===== src/rtl/mvr_pkg.sv =====
package mvr_pkg;

  // Field widths
  localparam int DIST_W   = 32;
  localparam int DRIVE_W  = 16;
  localparam int CAP_W    = 15;
  localparam int TICK_W   = 16;
  localparam int MPT_W    = 24;
  localparam int TRAVEL_W = DIST_W + 1;
  localparam int STEP_W   = 12;
  localparam int PADDR_W  = 3;
  localparam int PDATA_W  = 32;

  // Distance thresholds, Q15.16 metres
  localparam logic [DIST_W-1:0] DIST_NEAR = 32'd6554;  // 0.1 m
  localparam logic [DIST_W-1:0] DIST_STOP = 32'd655;   // 0.01 m

  // Drive constants, Q2.14
  localparam logic [DRIVE_W-1:0] DRIVE_BRAKE_MIN  = 16'd3277;  // 0.2
  localparam logic [STEP_W-1:0]  DRIVE_BRAKE_STEP = 12'd1638;  // 0.1
  localparam logic [STEP_W-1:0]  DRIVE_RAMP_STEP  = 12'd164;   // 0.01
  localparam logic [CAP_W-1:0]   CAP_RESET        = 15'd8192;  // 0.5

  typedef enum logic {
    CMD_TICK = 1'b0,
    CMD_LOAD = 1'b1
  } cmd_t;

  // Register word index (paddr[2])
  typedef enum logic {
    REG_ENABLE = 1'b0,
    REG_MPT    = 1'b1
  } reg_idx_t;

  typedef struct packed {
    logic             enable;
    logic [MPT_W-1:0] mpt;
  } cfg_t;

  // Input register contents: travel already scaled
  typedef struct packed {
    logic                       load;
    logic signed [TRAVEL_W-1:0] left_travel;
    logic signed [TRAVEL_W-1:0] right_travel;
    logic signed [DIST_W-1:0]   left_target;
    logic signed [DIST_W-1:0]   right_target;
    logic [CAP_W-1:0]           left_limit;
    logic [CAP_W-1:0]           right_limit;
  } s1_t;

  // Remaining distance minus travel, saturated to 32 bits
  function automatic logic signed [DIST_W-1:0] dist_sub(
    input logic signed [DIST_W-1:0]   d,
    input logic signed [TRAVEL_W-1:0] t
  );
    logic signed [DIST_W+1:0] diff;
    diff = {{2{d[DIST_W-1]}}, d} - {t[TRAVEL_W-1], t};
    if (diff[DIST_W+1:DIST_W-1] == 3'b000 || diff[DIST_W+1:DIST_W-1] == 3'b111) begin
      return diff[DIST_W-1:0];
    end else if (diff[DIST_W+1]) begin
      return {1'b1, {(DIST_W-1){1'b0}}};
    end else begin
      return {1'b0, {(DIST_W-1){1'b1}}};
    end
  endfunction

  // Magnitude; the most negative value maps to 2^(W-1) unsigned
  function automatic logic [DIST_W-1:0] abs_dist(input logic signed [DIST_W-1:0] d);
    return d[DIST_W-1] ? DIST_W'(~d + 1'b1) : d;
  endfunction

  function automatic logic [DRIVE_W-1:0] abs_drive(input logic signed [DRIVE_W-1:0] v);
    return v[DRIVE_W-1] ? DRIVE_W'(~v + 1'b1) : v;
  endfunction

  // drive + sign(dist)*step (or minus when negate), saturated to 16 bits
  function automatic logic signed [DRIVE_W-1:0] drive_step(
    input logic signed [DRIVE_W-1:0] drv,
    input logic signed [DIST_W-1:0]  dist_val,
    input logic [STEP_W-1:0]         step,
    input logic                      negate
  );
    logic signed [DRIVE_W:0] delta;
    logic signed [DRIVE_W:0] sum;
    delta = $signed({{(DRIVE_W+1-STEP_W){1'b0}}, step});
    if (dist_val == '0) begin
      delta = '0;
    end else if (dist_val[DIST_W-1] ^ negate) begin
      delta = -delta;
    end
    sum = {drv[DRIVE_W-1], drv} + delta;
    if (sum[DRIVE_W] != sum[DRIVE_W-1]) begin
      return sum[DRIVE_W] ? {1'b1, {(DRIVE_W-1){1'b0}}} : {1'b0, {(DRIVE_W-1){1'b1}}};
    end
    return sum[DRIVE_W-1:0];
  endfunction

endpackage


===== src/rtl/mvr_in_if.sv =====
interface mvr_in_if;
  import mvr_pkg::*;

  logic                     valid;
  logic                     ready;
  logic                     cmd;
  logic signed [TICK_W-1:0] left_ticks;
  logic signed [TICK_W-1:0] right_ticks;
  logic signed [DIST_W-1:0] left_target;
  logic signed [DIST_W-1:0] right_target;
  logic [CAP_W-1:0]         left_limit;
  logic [CAP_W-1:0]         right_limit;

  modport source (
    output valid, cmd, left_ticks, right_ticks, left_target, right_target,
           left_limit, right_limit,
    input  ready
  );

  modport sink (
    input  valid, cmd, left_ticks, right_ticks, left_target, right_target,
           left_limit, right_limit,
    output ready
  );
endinterface


===== src/rtl/mvr_out_if.sv =====
interface mvr_out_if;
  import mvr_pkg::*;

  logic                      valid;
  logic                      ready;
  logic signed [DRIVE_W-1:0] left_drive;
  logic signed [DRIVE_W-1:0] right_drive;
  logic                      ready_res;

  modport source (
    output valid, left_drive, right_drive, ready_res,
    input  ready
  );

  modport sink (
    input  valid, left_drive, right_drive, ready_res,
    output ready
  );
endinterface


===== src/rtl/mvr_cfg.sv =====
module mvr_cfg (
  input  logic                         clk,
  input  logic                         rst_n,
  input  logic                         psel,
  input  logic                         penable,
  input  logic                         pwrite,
  input  logic [mvr_pkg::PADDR_W-1:0]  paddr,
  input  logic [mvr_pkg::PDATA_W-1:0]  pwdata,
  output logic [mvr_pkg::PDATA_W-1:0]  prdata,
  output logic                         pready,
  output mvr_pkg::cfg_t                cfg
);
  import mvr_pkg::*;

  logic             enable_r;
  logic [MPT_W-1:0] mpt_r;
  logic             wr_en;
  reg_idx_t         idx;

  assign pready = 1'b1;
  assign wr_en  = psel && penable && pwrite;
  assign idx    = reg_idx_t'(paddr[2]);

  // Register writes in the access phase
  always_ff @(posedge clk) begin
    if (!rst_n) begin
      enable_r <= 1'b0;
      mpt_r    <= '0;
    end else if (wr_en) begin
      unique case (idx)
        REG_ENABLE: enable_r <= pwdata[0];
        REG_MPT:    mpt_r    <= pwdata[MPT_W-1:0];
      endcase
    end
  end

  // Read mux
  always_comb begin
    unique case (idx)
      REG_ENABLE: prdata = {{(PDATA_W-1){1'b0}}, enable_r};
      REG_MPT:    prdata = {{(PDATA_W-MPT_W){1'b0}}, mpt_r};
    endcase
  end

  assign cfg.enable = enable_r;
  assign cfg.mpt    = mpt_r;
endmodule


===== src/rtl/mvr_scale.sv =====
module mvr_scale (
  input  logic signed [mvr_pkg::TICK_W-1:0]   ticks,
  input  logic [mvr_pkg::MPT_W-1:0]           mpt,
  output logic signed [mvr_pkg::TRAVEL_W-1:0] travel
);
  import mvr_pkg::*;

  localparam int PROD_W = TICK_W + MPT_W;

  logic [TICK_W-1:0] mag;
  logic [PROD_W-1:0] prod;
  logic [PROD_W-1:0] rounded;
  logic [DIST_W-1:0] q;

  // |ticks| * metres_per_tick, Q.24 rounded to Q.16, sign restored
  assign mag     = ticks[TICK_W-1] ? TICK_W'(~ticks + 1'b1) : ticks;
  assign prod    = PROD_W'(mag) * PROD_W'(mpt);
  assign rounded = prod + PROD_W'(128);
  assign q       = rounded[DIST_W+7:8];
  assign travel  = ticks[TICK_W-1] ? -$signed({1'b0, q}) : $signed({1'b0, q});
endmodule


===== src/rtl/mvr_core.sv =====
module mvr_core (
  input  logic                               clk,
  input  logic                               rst_n,
  input  logic                               step,
  input  logic                               enable,
  input  mvr_pkg::s1_t                       item,
  output logic signed [mvr_pkg::DRIVE_W-1:0] left_drive,
  output logic signed [mvr_pkg::DRIVE_W-1:0] right_drive,
  output logic                               done
);
  import mvr_pkg::*;

  logic signed [DIST_W-1:0]  left_rem_r,  left_rem_nxt;
  logic signed [DIST_W-1:0]  right_rem_r, right_rem_nxt;
  logic signed [DRIVE_W-1:0] left_drive_r,  left_drive_nxt;
  logic signed [DRIVE_W-1:0] right_drive_r, right_drive_nxt;
  logic [CAP_W-1:0]          left_cap_r,  left_cap_nxt;
  logic [CAP_W-1:0]          right_cap_r, right_cap_nxt;
  logic                      done_r, done_nxt;

  // One tick or load, in file order
  always_comb begin
    logic signed [DIST_W-1:0]  l_new;
    logic signed [DIST_W-1:0]  r_new;
    logic [DIST_W-1:0]         al;
    logic [DIST_W-1:0]         ar_old;
    logic [DIST_W-1:0]         ar_new;
    logic signed [DRIVE_W-1:0] ld;
    logic signed [DRIVE_W-1:0] rd;

    left_rem_nxt    = left_rem_r;
    right_rem_nxt   = right_rem_r;
    left_drive_nxt  = left_drive_r;
    right_drive_nxt = right_drive_r;
    left_cap_nxt    = left_cap_r;
    right_cap_nxt   = right_cap_r;
    done_nxt        = done_r;

    l_new  = dist_sub(left_rem_r, item.left_travel);
    r_new  = dist_sub(right_rem_r, item.right_travel);
    al     = abs_dist(l_new);
    ar_old = abs_dist(right_rem_r);
    ar_new = abs_dist(r_new);
    ld     = left_drive_r;
    rd     = right_drive_r;

    // Brake near the goal; right still uses its old distance
    if (al <= DIST_NEAR && abs_drive(ld) > DRIVE_BRAKE_MIN) begin
      ld = drive_step(ld, l_new, DRIVE_BRAKE_STEP, 1'b0);
    end
    if (ar_old <= DIST_NEAR && abs_drive(rd) > DRIVE_BRAKE_MIN) begin
      rd = drive_step(rd, right_rem_r, DRIVE_BRAKE_STEP, 1'b1);
    end
    // Stop at the goal
    if (al <= DIST_STOP) begin
      ld = '0;
    end
    if (ar_old <= DIST_STOP) begin
      rd = '0;
    end
    // Ramp toward the cap; left is inverted
    if (ar_new >= DIST_NEAR && abs_drive(rd) < {1'b0, right_cap_r}) begin
      rd = drive_step(rd, r_new, DRIVE_RAMP_STEP, 1'b0);
    end
    if (al >= DIST_NEAR && abs_drive(ld) < {1'b0, left_cap_r}) begin
      ld = drive_step(ld, l_new, DRIVE_RAMP_STEP, 1'b1);
    end

    if (enable) begin
      if (item.load) begin
        left_rem_nxt  = item.left_target;
        right_rem_nxt = item.right_target;
        left_cap_nxt  = item.left_limit;
        right_cap_nxt = item.right_limit;
      end else begin
        left_rem_nxt    = l_new;
        right_rem_nxt   = r_new;
        left_drive_nxt  = ld;
        right_drive_nxt = rd;
        done_nxt        = (al <= DIST_NEAR) && (ar_new <= DIST_NEAR);
      end
    end
  end

  // State doubles as the result register
  always_ff @(posedge clk) begin
    if (!rst_n) begin
      left_rem_r    <= '0;
      right_rem_r   <= '0;
      left_drive_r  <= '0;
      right_drive_r <= '0;
      left_cap_r    <= CAP_RESET;
      right_cap_r   <= CAP_RESET;
      done_r        <= 1'b0;
    end else if (step) begin
      left_rem_r    <= left_rem_nxt;
      right_rem_r   <= right_rem_nxt;
      left_drive_r  <= left_drive_nxt;
      right_drive_r <= right_drive_nxt;
      left_cap_r    <= left_cap_nxt;
      right_cap_r   <= right_cap_nxt;
      done_r        <= done_nxt;
    end
  end

  assign left_drive  = left_drive_r;
  assign right_drive = right_drive_r;
  assign done        = done_r;
endmodule


===== src/rtl/two_wheel_move_ramp.sv =====
// Channel   Dir  Handshake        Carries
// in_ch     in   valid/ready      cmd, ticks, targets, limits
// out_ch    out  valid/ready      left_drive, right_drive, ready_res
// cfg       in   APB (psel..)     enable @0x0, metres_per_tick @0x4
//
// One transaction per cycle sustained unless the result stalls.
// Stage one registers the input with the tick-to-metre product; stage two
// updates the wheel state, which is also the result register.
// Reset (rst_n low, synchronous) empties both stages; caps return to 0.5.
// A stalled result holds; the input register still fills, then ready drops.
module two_wheel_move_ramp (
  input  logic                         clk,
  input  logic                         rst_n,
  mvr_in_if.sink                       in_ch,
  mvr_out_if.source                    out_ch,
  input  logic                         psel,
  input  logic                         penable,
  input  logic                         pwrite,
  input  logic [mvr_pkg::PADDR_W-1:0]  paddr,
  input  logic [mvr_pkg::PDATA_W-1:0]  pwdata,
  output logic [mvr_pkg::PDATA_W-1:0]  prdata,
  output logic                         pready
);
  import mvr_pkg::*;

  cfg_t cfg;
  s1_t  s1_r, s1_nxt;
  logic s1_valid_r;
  logic out_valid_r;
  logic s1_adv;
  logic in_acc;

  mvr_cfg u_cfg (
    .clk     (clk),
    .rst_n   (rst_n),
    .psel    (psel),
    .penable (penable),
    .pwrite  (pwrite),
    .paddr   (paddr),
    .pwdata  (pwdata),
    .prdata  (prdata),
    .pready  (pready),
    .cfg     (cfg)
  );

  // Scale encoder counts on the way into stage one
  mvr_scale u_scale_l (
    .ticks  (in_ch.left_ticks),
    .mpt    (cfg.mpt),
    .travel (s1_nxt.left_travel)
  );

  mvr_scale u_scale_r (
    .ticks  (in_ch.right_ticks),
    .mpt    (cfg.mpt),
    .travel (s1_nxt.right_travel)
  );

  assign s1_nxt.load         = (in_ch.cmd == CMD_LOAD);
  assign s1_nxt.left_target  = in_ch.left_target;
  assign s1_nxt.right_target = in_ch.right_target;
  assign s1_nxt.left_limit   = in_ch.left_limit;
  assign s1_nxt.right_limit  = in_ch.right_limit;

  // Pipeline handshake
  assign s1_adv      = !out_valid_r || out_ch.ready;
  assign in_ch.ready = !s1_valid_r || s1_adv;
  assign in_acc      = in_ch.valid && in_ch.ready;

  always_ff @(posedge clk) begin
    if (!rst_n) begin
      s1_valid_r  <= 1'b0;
      out_valid_r <= 1'b0;
    end else begin
      if (in_ch.ready) begin
        s1_valid_r <= in_ch.valid;
      end
      if (s1_adv) begin
        out_valid_r <= s1_valid_r;
      end
    end
  end

  // Stage one payload
  always_ff @(posedge clk) begin
    if (in_acc) begin
      s1_r <= s1_nxt;
    end
  end

  mvr_core u_core (
    .clk         (clk),
    .rst_n       (rst_n),
    .step        (s1_valid_r && s1_adv),
    .enable      (cfg.enable),
    .item        (s1_r),
    .left_drive  (out_ch.left_drive),
    .right_drive (out_ch.right_drive),
    .done        (out_ch.ready_res)
  );

  assign out_ch.valid = out_valid_r;
endmodule


===== src/flat_wrapper.sv =====
// flat-port wrapper written by rule: the top's interface ports become plain ports
module two_wheel_move_ramp_flat import mvr_pkg::*;
  (clk, rst_n, psel, penable, pwrite, paddr, pwdata, prdata, pready, in_ch_valid, in_ch_cmd, in_ch_left_ticks, in_ch_right_ticks, in_ch_left_target, in_ch_right_target, in_ch_left_limit, in_ch_right_limit, in_ch_ready, out_ch_valid, out_ch_left_drive, out_ch_right_drive, out_ch_ready_res, out_ch_ready);
  mvr_in_if in_ch_i ();
  mvr_out_if out_ch_i ();
  input  logic clk;
  input  logic rst_n;
  input  logic psel;
  input  logic penable;
  input  logic pwrite;
  input  logic [mvr_pkg::PADDR_W-1:0] paddr;
  input  logic [mvr_pkg::PDATA_W-1:0] pwdata;
  output logic [mvr_pkg::PDATA_W-1:0] prdata;
  output logic pready;
  input wire logic [$bits(in_ch_i.valid)-1:0] in_ch_valid;
  input wire logic [$bits(in_ch_i.cmd)-1:0] in_ch_cmd;
  input wire logic [$bits(in_ch_i.left_ticks)-1:0] in_ch_left_ticks;
  input wire logic [$bits(in_ch_i.right_ticks)-1:0] in_ch_right_ticks;
  input wire logic [$bits(in_ch_i.left_target)-1:0] in_ch_left_target;
  input wire logic [$bits(in_ch_i.right_target)-1:0] in_ch_right_target;
  input wire logic [$bits(in_ch_i.left_limit)-1:0] in_ch_left_limit;
  input wire logic [$bits(in_ch_i.right_limit)-1:0] in_ch_right_limit;
  output wire logic [$bits(in_ch_i.ready)-1:0] in_ch_ready;
  output wire logic [$bits(out_ch_i.valid)-1:0] out_ch_valid;
  output wire logic [$bits(out_ch_i.left_drive)-1:0] out_ch_left_drive;
  output wire logic [$bits(out_ch_i.right_drive)-1:0] out_ch_right_drive;
  output wire logic [$bits(out_ch_i.ready_res)-1:0] out_ch_ready_res;
  input wire logic [$bits(out_ch_i.ready)-1:0] out_ch_ready;
  assign in_ch_i.valid = in_ch_valid;
  assign in_ch_i.cmd = in_ch_cmd;
  assign in_ch_i.left_ticks = in_ch_left_ticks;
  assign in_ch_i.right_ticks = in_ch_right_ticks;
  assign in_ch_i.left_target = in_ch_left_target;
  assign in_ch_i.right_target = in_ch_right_target;
  assign in_ch_i.left_limit = in_ch_left_limit;
  assign in_ch_i.right_limit = in_ch_right_limit;
  assign in_ch_ready = in_ch_i.ready;
  assign out_ch_valid = out_ch_i.valid;
  assign out_ch_left_drive = out_ch_i.left_drive;
  assign out_ch_right_drive = out_ch_i.right_drive;
  assign out_ch_ready_res = out_ch_i.ready_res;
  assign out_ch_i.ready = out_ch_ready;
  two_wheel_move_ramp u_core (.clk(clk), .rst_n(rst_n), .in_ch(in_ch_i), .out_ch(out_ch_i), .psel(psel), .penable(penable), .pwrite(pwrite), .paddr(paddr), .pwdata(pwdata), .prdata(prdata), .pready(pready));
endmodule

===== config.mk =====
export PLATFORM = sky130hd
export DESIGN_NAME = two_wheel_move_ramp_flat
export DESIGN_NICKNAME = d
export VERILOG_FILES = /design/src/rtl/mvr_pkg.sv /design/src/rtl/mvr_in_if.sv /design/src/rtl/mvr_out_if.sv /design/src/rtl/mvr_cfg.sv /design/src/rtl/mvr_scale.sv /design/src/rtl/mvr_core.sv /design/src/rtl/two_wheel_move_ramp.sv /design/src/flat_wrapper.sv
export SDC_FILE = /design/constraint.sdc
export NUM_CORES = 2
export LEC_CHECK = 0
export BUFFER_PORTS_ARGS = -buffer_cell sky130_fd_sc_hd__buf_4
export CAP_MARGIN = 10
export CELL_PAD_IN_SITES_DETAIL_PLACEMENT = 0
export CELL_PAD_IN_SITES_GLOBAL_PLACEMENT = 1
export CORE_ASPECT_RATIO = 1.2
export CORE_MARGIN = 2
export CORE_UTILIZATION = 30
export DETAILED_ROUTE_END_ITERATION = 7
export PLACE_DENSITY = 0.66
export SYNTH_ARGS = -nofsm -noshare
export SYNTH_HDL_FRONTEND = slang
export SYNTH_SLANG_ARGS = --single-unit

===== constraint.sdc =====
create_clock -name clk -period 14.06 [get_ports clk]
set_input_delay 0.703 -clock clk [delete_from_list [all_inputs] [get_ports clk]]
set_output_delay 0.703 -clock clk [all_outputs]
set_load 0.005 [all_outputs]

# After elaboration in Yosys (flattened, before gate mapping)
# Index checks and enable logic that the tools add are counted.
# classes
n_mul	2
n_reduce_logical	25
magnitude_cmp	11
addsub	19
n_eq_ne	6
bitwise_logic	11
mux	56
# ops
operator	count
16-bit two-way mux	24
32-bit two-way mux	11
17-bit two-way mux	12
16-bit by 1-bit adder with 16-bit output, second input constant	6
32-bit by 1-bit adder with 32-bit output, second input constant	3
32-bit by 13-bit <= comparator with 1-bit output, second input constant	3
32-bit logical NOT	3
16-bit inverter	6
32-bit inverter	3
40-bit by 8-bit adder with 40-bit output, second input constant	2
16-bit by 24-bit multiplier with 40-bit output	2
17-bit adder	4
32-bit by 33-bit subtractor with 34-bit output	2
32-bit negator with 33-bit output	2
32-bit by 13-bit greater-or-equal comparator with 1-bit output, second input constant	2
32-bit by 10-bit <= comparator with 1-bit output, second input constant	2
32-bit one-hot mux with 2 select lines	1
16-bit by 12-bit greater-than comparator with 1-bit output, second input constant	2
16-bit by 15-bit less-than comparator with 1-bit output	2
1-bit logical AND	9
1-bit two-way mux	8
3-bit == test, second input constant	2
3-bit logical NOT	2
2-bit AND reduction	3
other kinds (5)	14
# totals
word_cells	150
register_bits	315

# Depth between registers and ports, before layout
# depth
word_depth	29
ltp_mapped	57

# Hierarchy
# From an unflattened synthesis, not the netlist that was laid out.
# unflattened
hier_cells	6696
hier_area_um2	54533.6
# by_module_without_submodules
module	area_per_inst_um2	cells_each	instances
mvr_core	20198.1	2930	1
mvr_scale at u_core.u_scale_r	14153.6	1744	1
mvr_scale at u_core.u_scale_l	13968.4	1705	1
two_wheel_move_ramp	4938.5	170	1
mvr_cfg	1275.0	147	1

# Worst setup path before layout
# Ideal clock, no wire load.
# synth_path
path_kind	register -> register
from	reg u_core.s1_r[127] (netlist bit)
to	reg u_core.u_core.left_drive_r[1] (netlist: u_core.u_core.left_drive[1])
setup_time_ns	0.123
required_time_ns	13.937
arrival_time_ns	10.348
path_buffers	5
setup_slack_ns	3.588
period_less_slack_ns	10.472
stages_incl_launch_ff	56
cell_sequence	edfxtp_1 ha_1 fa_1 nor2b_4 o31a_2 o211ai_1 a2111o_1 and4_4 buf_6 or2_1 a21oi_2 clkbuf_1 nor2_1 nor2_1 ha_1 clkbuf_1 o21ai_1 a21oi_2 [... 20 more ...] o21ai_0 a21boi_0 o21ai_0 a21boi_0 o21ai_0 nand2b_1 a21oi_1 nor2_1 nor2_1 nor2b_1 o21a_1 o21ai_0 a31oi_1 nor2_1 clkbuf_1 nand2_1 o21ai_0 nor3b_1
# synth_between
elab_chain_len	20
elab_cells_between_ends	42
classes_between	add/sub: 5; order compare: 4; eq/ne: 3; mux: 23; bitwise: 2; reduce/logical: 5
# synth_lines
item	line_no	text
start, declared	two_wheel_move_ramp.sv:27	s1_t s1_r, s1_nxt;
start signal, assigned	two_wheel_move_ramp.sv:87	s1_r <= s1_nxt;
32-bit by 33-bit subtractor with 34-bit output *	mvr_pkg.sv:57	diff = {{2{d[DIST_W-1]}}, d} - {t[TRAVEL_W-1], t};
3-bit == test or 3-bit logical NOT (tied branches)	mvr_pkg.sv:58	if (diff[DIST_W+1:DIST_W-1] == 3'b000 || diff[DIST_W+1:DIST_W-1] == 3'b111) begin
1-bit logical OR	mvr_pkg.sv:58	
32-bit two-way mux *	mvr_pkg.sv:58	
branches (longest 15 deep; another with 32-bit by 1-bit adder with 32-bit output)	-	
16-bit two-way mux *	mvr_core.sv:65	if (al >= DIST_NEAR && abs_drive(ld) < {1'b0, left_cap_r}) begin
end signal, assigned	mvr_core.sv:98	left_drive_r <= left_drive_nxt;
end, declared	mvr_core.sv:15	logic signed [DRIVE_W-1:0] left_drive_r, left_drive_nxt;
# Every way passes the cells marked *. The select of a mux whose other input is x is not followed.
# A chain may end at the register's enable or synchronous reset.

# Worst setup path in the final report
# layout_path
from	reg u_core.s1_r[127] (netlist bit)
to	reg u_core.u_core.left_drive_r[11] (netlist: u_core.u_core.left_drive[11])
# Same word-level chain as after synthesis.

==> results.yml <==
sta:
  slew_violations: 0
  tightestPinTransition_ns: 1.20
  skew_ns: 0.0550
  timing.slew.headroom_pct: 19.7
  min_period_ns: 12.37
  grt_setup_unrepaired: "false"
  finalSetupTns_ns: 0
  hold_violations: 0
  period_share_pct: 88.0
  finalSetupViolCount: 0
  timing.fmax_mhz: 80.9
power:
  pwr-share-comb_pct: 39.8
  p_clk_share_pct: 31.0
  total_power_mw: 3.67
  seqPwrFrac_pct: 29.2
  max-vdd-ir-drop_mv: 0.0830
  power_switching_share_pct: 39.3
  leakagePower_nw: 26.1
  switchingPower_mw: 1.44
  p_per_area_mw_per_mm2: 63.3
  intPower_mw: 2.23
global_routing:
  grt_pass1_vias: 45753
  grt_pass1_wl_um: 263000
  track_usage_pct: 18.6
  antenna_found_initial: 14
  grt_max_degree: 83
  grt-ovfl-total: 0
placed_design:
  io_buffers: 217
  post-dp-hpwl_um: 127000
  place_congestion: 0.897
  dp_cells: 8667
setup_path:
  cpPeakStageDelay_ns: 0.63
  arrival_ns: 12.90
  crit_fanout: 19
  crit_required_ns: 14.60
  setup.worst_path.end_class: "flop"
  worstSetupPathType: "reg2reg"
  cp-start-kind: "flop"
  slowest_stage: "a31o_1"
logic_synthesis:
  ys_ff_latch: 315
  syn_avg_cell_area_um2: 8.19
  postSynth.asyncResetShare_pct: 0
  yosysSeqAreaShare_pct: 15.1
  yosysWarnings: 0
  synth_cells: 6415
  post_synth_instance_area_mm2: 0.0525
  synth_ff_type: "edfxtp_1"
  synth_edf_count: 161
  synth.distinct_cells: 124
die:
  initial_core_util_pct: 30.2
  core_mm2: 0.174
  std_cell_rows: 168
  dieWidth_um: 386
  die_y_um: 462
  io_pins: 237
  dieArea_mm2: 0.179
routing:
  wl_um: 169000
  via_count: 45233
  first_pass_iters: 5
  via_per_inst: 5.17
  initialDrtViolationCount: 2645
  wl_per_cell_um: 19.3
  drc: 0
  final_antenna_net_count: 0
clock_tree:
  cts_root_buffer: "clkbuf_16"
  cts-resized-gates: 0
  clkLatencyLatePin_ns: 0.63
  clockBufferDepth: 3
  cts_sinks: 315
  cts_tree: "yes"
  clk_pin_slew_ns: 0.07
  cts_hold_buf: 0
  cts_buffers: 43
  post_cts_buffers: 0
  htree_levels: 2
layout:
  nets: 7624
  drive_gt1_share_pct: 8.20
  final_cells: 8749
  regArea_mm2: 0.00792
  nFillCells: 18270
  syn_to_final_growth_pct: 10.5
  multiInputGateArea_mm2: 0.0401
min_path:
  hold_path.class: "in2reg"
run_status:
  status: "complete, no violations"
run:
  cap_violations: 0
-- cell families after synthesis --
| group | count (synthesis) | synth area share (%) |
|---|---|---|
| AND/OR/NAND/NOR | 2120 | 19.4 |
| adder cells (fa/ha/maj) | 1042 | 33.6 |
| buffers and inverters | 1267 | 9.29 |
| AO/OA/AOI/OAI | 1329 | 16.8 |
| other | 2 | 0.0143 |
| XOR/XNOR | 294 | 4.96 |
| flip-flops | 315 | 15.1 |
| multiplexers | 46 | 0.917 |
-- power groups by stage --
stage          clock, mW  sequential [mW]  combinational, mW
2_1_floorplan          0             1.08               1.04
3_3_place_gp           0             1.09               1.44
3_5_place_dp           0             1.09               1.45
4_1_cts             1.17             1.07               1.46
5_1_grt             1.20             1.08               1.63
6_report            1.14             1.07               1.46
-- cell usage after synthesis, drive strengths merged (15+ instances only) --
| master | count | area share [%] |
|---|---|---|
| mux2 | 17 | 0.36 |
| xor2 | 92 | 1.6 |
| and2 | 170 | 2.0 |
| o21a | 45 | 0.64 |
| nand2b | 62 | 0.75 |
| o21ai | 257 | 2.5 |
| or3 | 37 | 0.45 |
| o2111ai | 21 | 0.36 |
| a21o | 84 | 1.2 |
| o31ai | 28 | 0.40 |
| nor2b | 169 | 2.0 |
| fa | 618 | 24 |
| nor4 | 44 | 0.55 |
| dfxtp | 154 | 5.9 |
| a31oi | 51 | 0.62 |
| a21oi | 388 | 3.8 |
| o211ai | 92 | 1.3 |
| nand4 | 34 | 0.44 |
| nor3b | 18 | 0.28 |
| a211oi | 74 | 1.1 |
| nor3 | 106 | 1.0 |
| o311ai | 18 | 0.33 |
| ha | 419 | 10 |
| mux2i | 29 | 0.55 |
| a21boi | 19 | 0.29 |
| o22ai | 25 | 0.30 |
| or4 | 18 | 0.26 |
| xnor2 | 202 | 3.4 |
| nand2 | 961 | 6.9 |
| a311oi | 17 | 0.28 |
| nand3 | 79 | 0.76 |
| and3 | 40 | 0.48 |
| edfxtp | 161 | 9.2 |
| nor2 | 300 | 2.2 |
| clkbuf | 295 | 2.1 |
| or2 | 29 | 0.35 |
| o21bai | 23 | 0.34 |
| buf | 60 | 0.67 |
| inv | 910 | 6.5 |
| a2111oi | 15 | 0.26 |
-- sequential cells by signal, summed over array words and instances, names as in the netlist --
name	cells
u_core.u_core.left_drive	16
u_core.u_core.right_drive	16
u_core.u_core.left_rem_r	32
u_core.u_core.done	1
u_core.s1_r	161
u_core.u_core.right_rem_r	32
u_core.s1_valid_r	1
u_core.u_cfg.enable_r	1
u_core.u_cfg.mpt_r	24
u_core.out_ch.valid	1
u_core.u_core.right_cap_r	15
u_core.u_core.left_cap_r	15
-- layer usage --
metal	up-vias	GRT usage [%]	share of wire, %
li1	21383	-	-
met1	22286	25.5	46
met2	1278	29.8	45
met3	262	3.29	6.3
met4	24	5.29	3.0
met5	-	0	0.071
-- critical path: cells and delay by family (launching register included) --
kind                     cells  cell delay (ns)
adder cells (fa/ha/maj)      5             1.52
AND/OR/NAND/NOR             10             2.24
AO/OA/AOI/OAI               24             7.01
XOR/XNOR                     1             0.13
buffers and inverters        4             0.95
flip-flops                   1             0.39
-- path summary, 6_finish.rpt --
path              cells after the start                          from  slack, ns                      endpoint
hold reg to reg                       2  u_core.u_core.right_cap_r[9]       0.46  u_core.u_core.right_cap_r[9]
hold / removal                        1         in_ch_left_target[16]       0.25               u_core.s1_r[78]
setup reg to reg                     44              u_core.s1_r[127]       1.69  u_core.u_core.left_drive[11]
setup / recovery                     44              u_core.s1_r[127]       1.69  u_core.u_core.left_drive[11]
-- placed cells by master (no fill, tap or decap), types with 61 or more instances in the layout --
| cell | n |
|---|---|
| a211oi_1 | 70 |
| a21o_1 | 84 |
| a21oi_1 | 377 |
| and2_1 | 167 |
| buf_4 | 305 |
| dfxtp_1 | 152 |
| edfxtp_1 | 161 |
| fa_1 | 618 |
| ha_1 | 419 |
| inv_1 | 907 |
| nand2_1 | 960 |
| nand2b_1 | 61 |
| nand3_1 | 77 |
| nor2_1 | 295 |
| nor2b_1 | 168 |
| nor3_1 | 104 |
| o211ai_1 | 90 |
| o21ai_0 | 240 |
| xnor2_1 | 180 |
| xor2_1 | 85 |
-- through the flow --
stage | util [%] | cell area (um^2) | hold slack, ns | setup slack (ns)
finish | 33.3 | 58000 | 0.246 | 1.69
CTS | 33.3 | 58000 | 0.198 | 1.24
global route | 33.3 | 58000 | 0.217 | 0.816
global placement | 32.5 | 56600 | 0.444 | 1.41
floorplan | - | 52600 | 0.432 | 3.59
detailed placement | 32.5 | 56600 | 0.445 | 1.27
-- layout make-up --
type	instances	share of cell area (%)
diodes	1	0.00431
clock buffers	57	2.01
clock inverters	23	0.479
inverters	912	5.90
multi-input cells	4840	69.0
flip-flops and latches	315	13.6
well taps	2295	4.95
repair buffers	306	3.96
No activity file was read; power rests on OpenSTA's default activity.
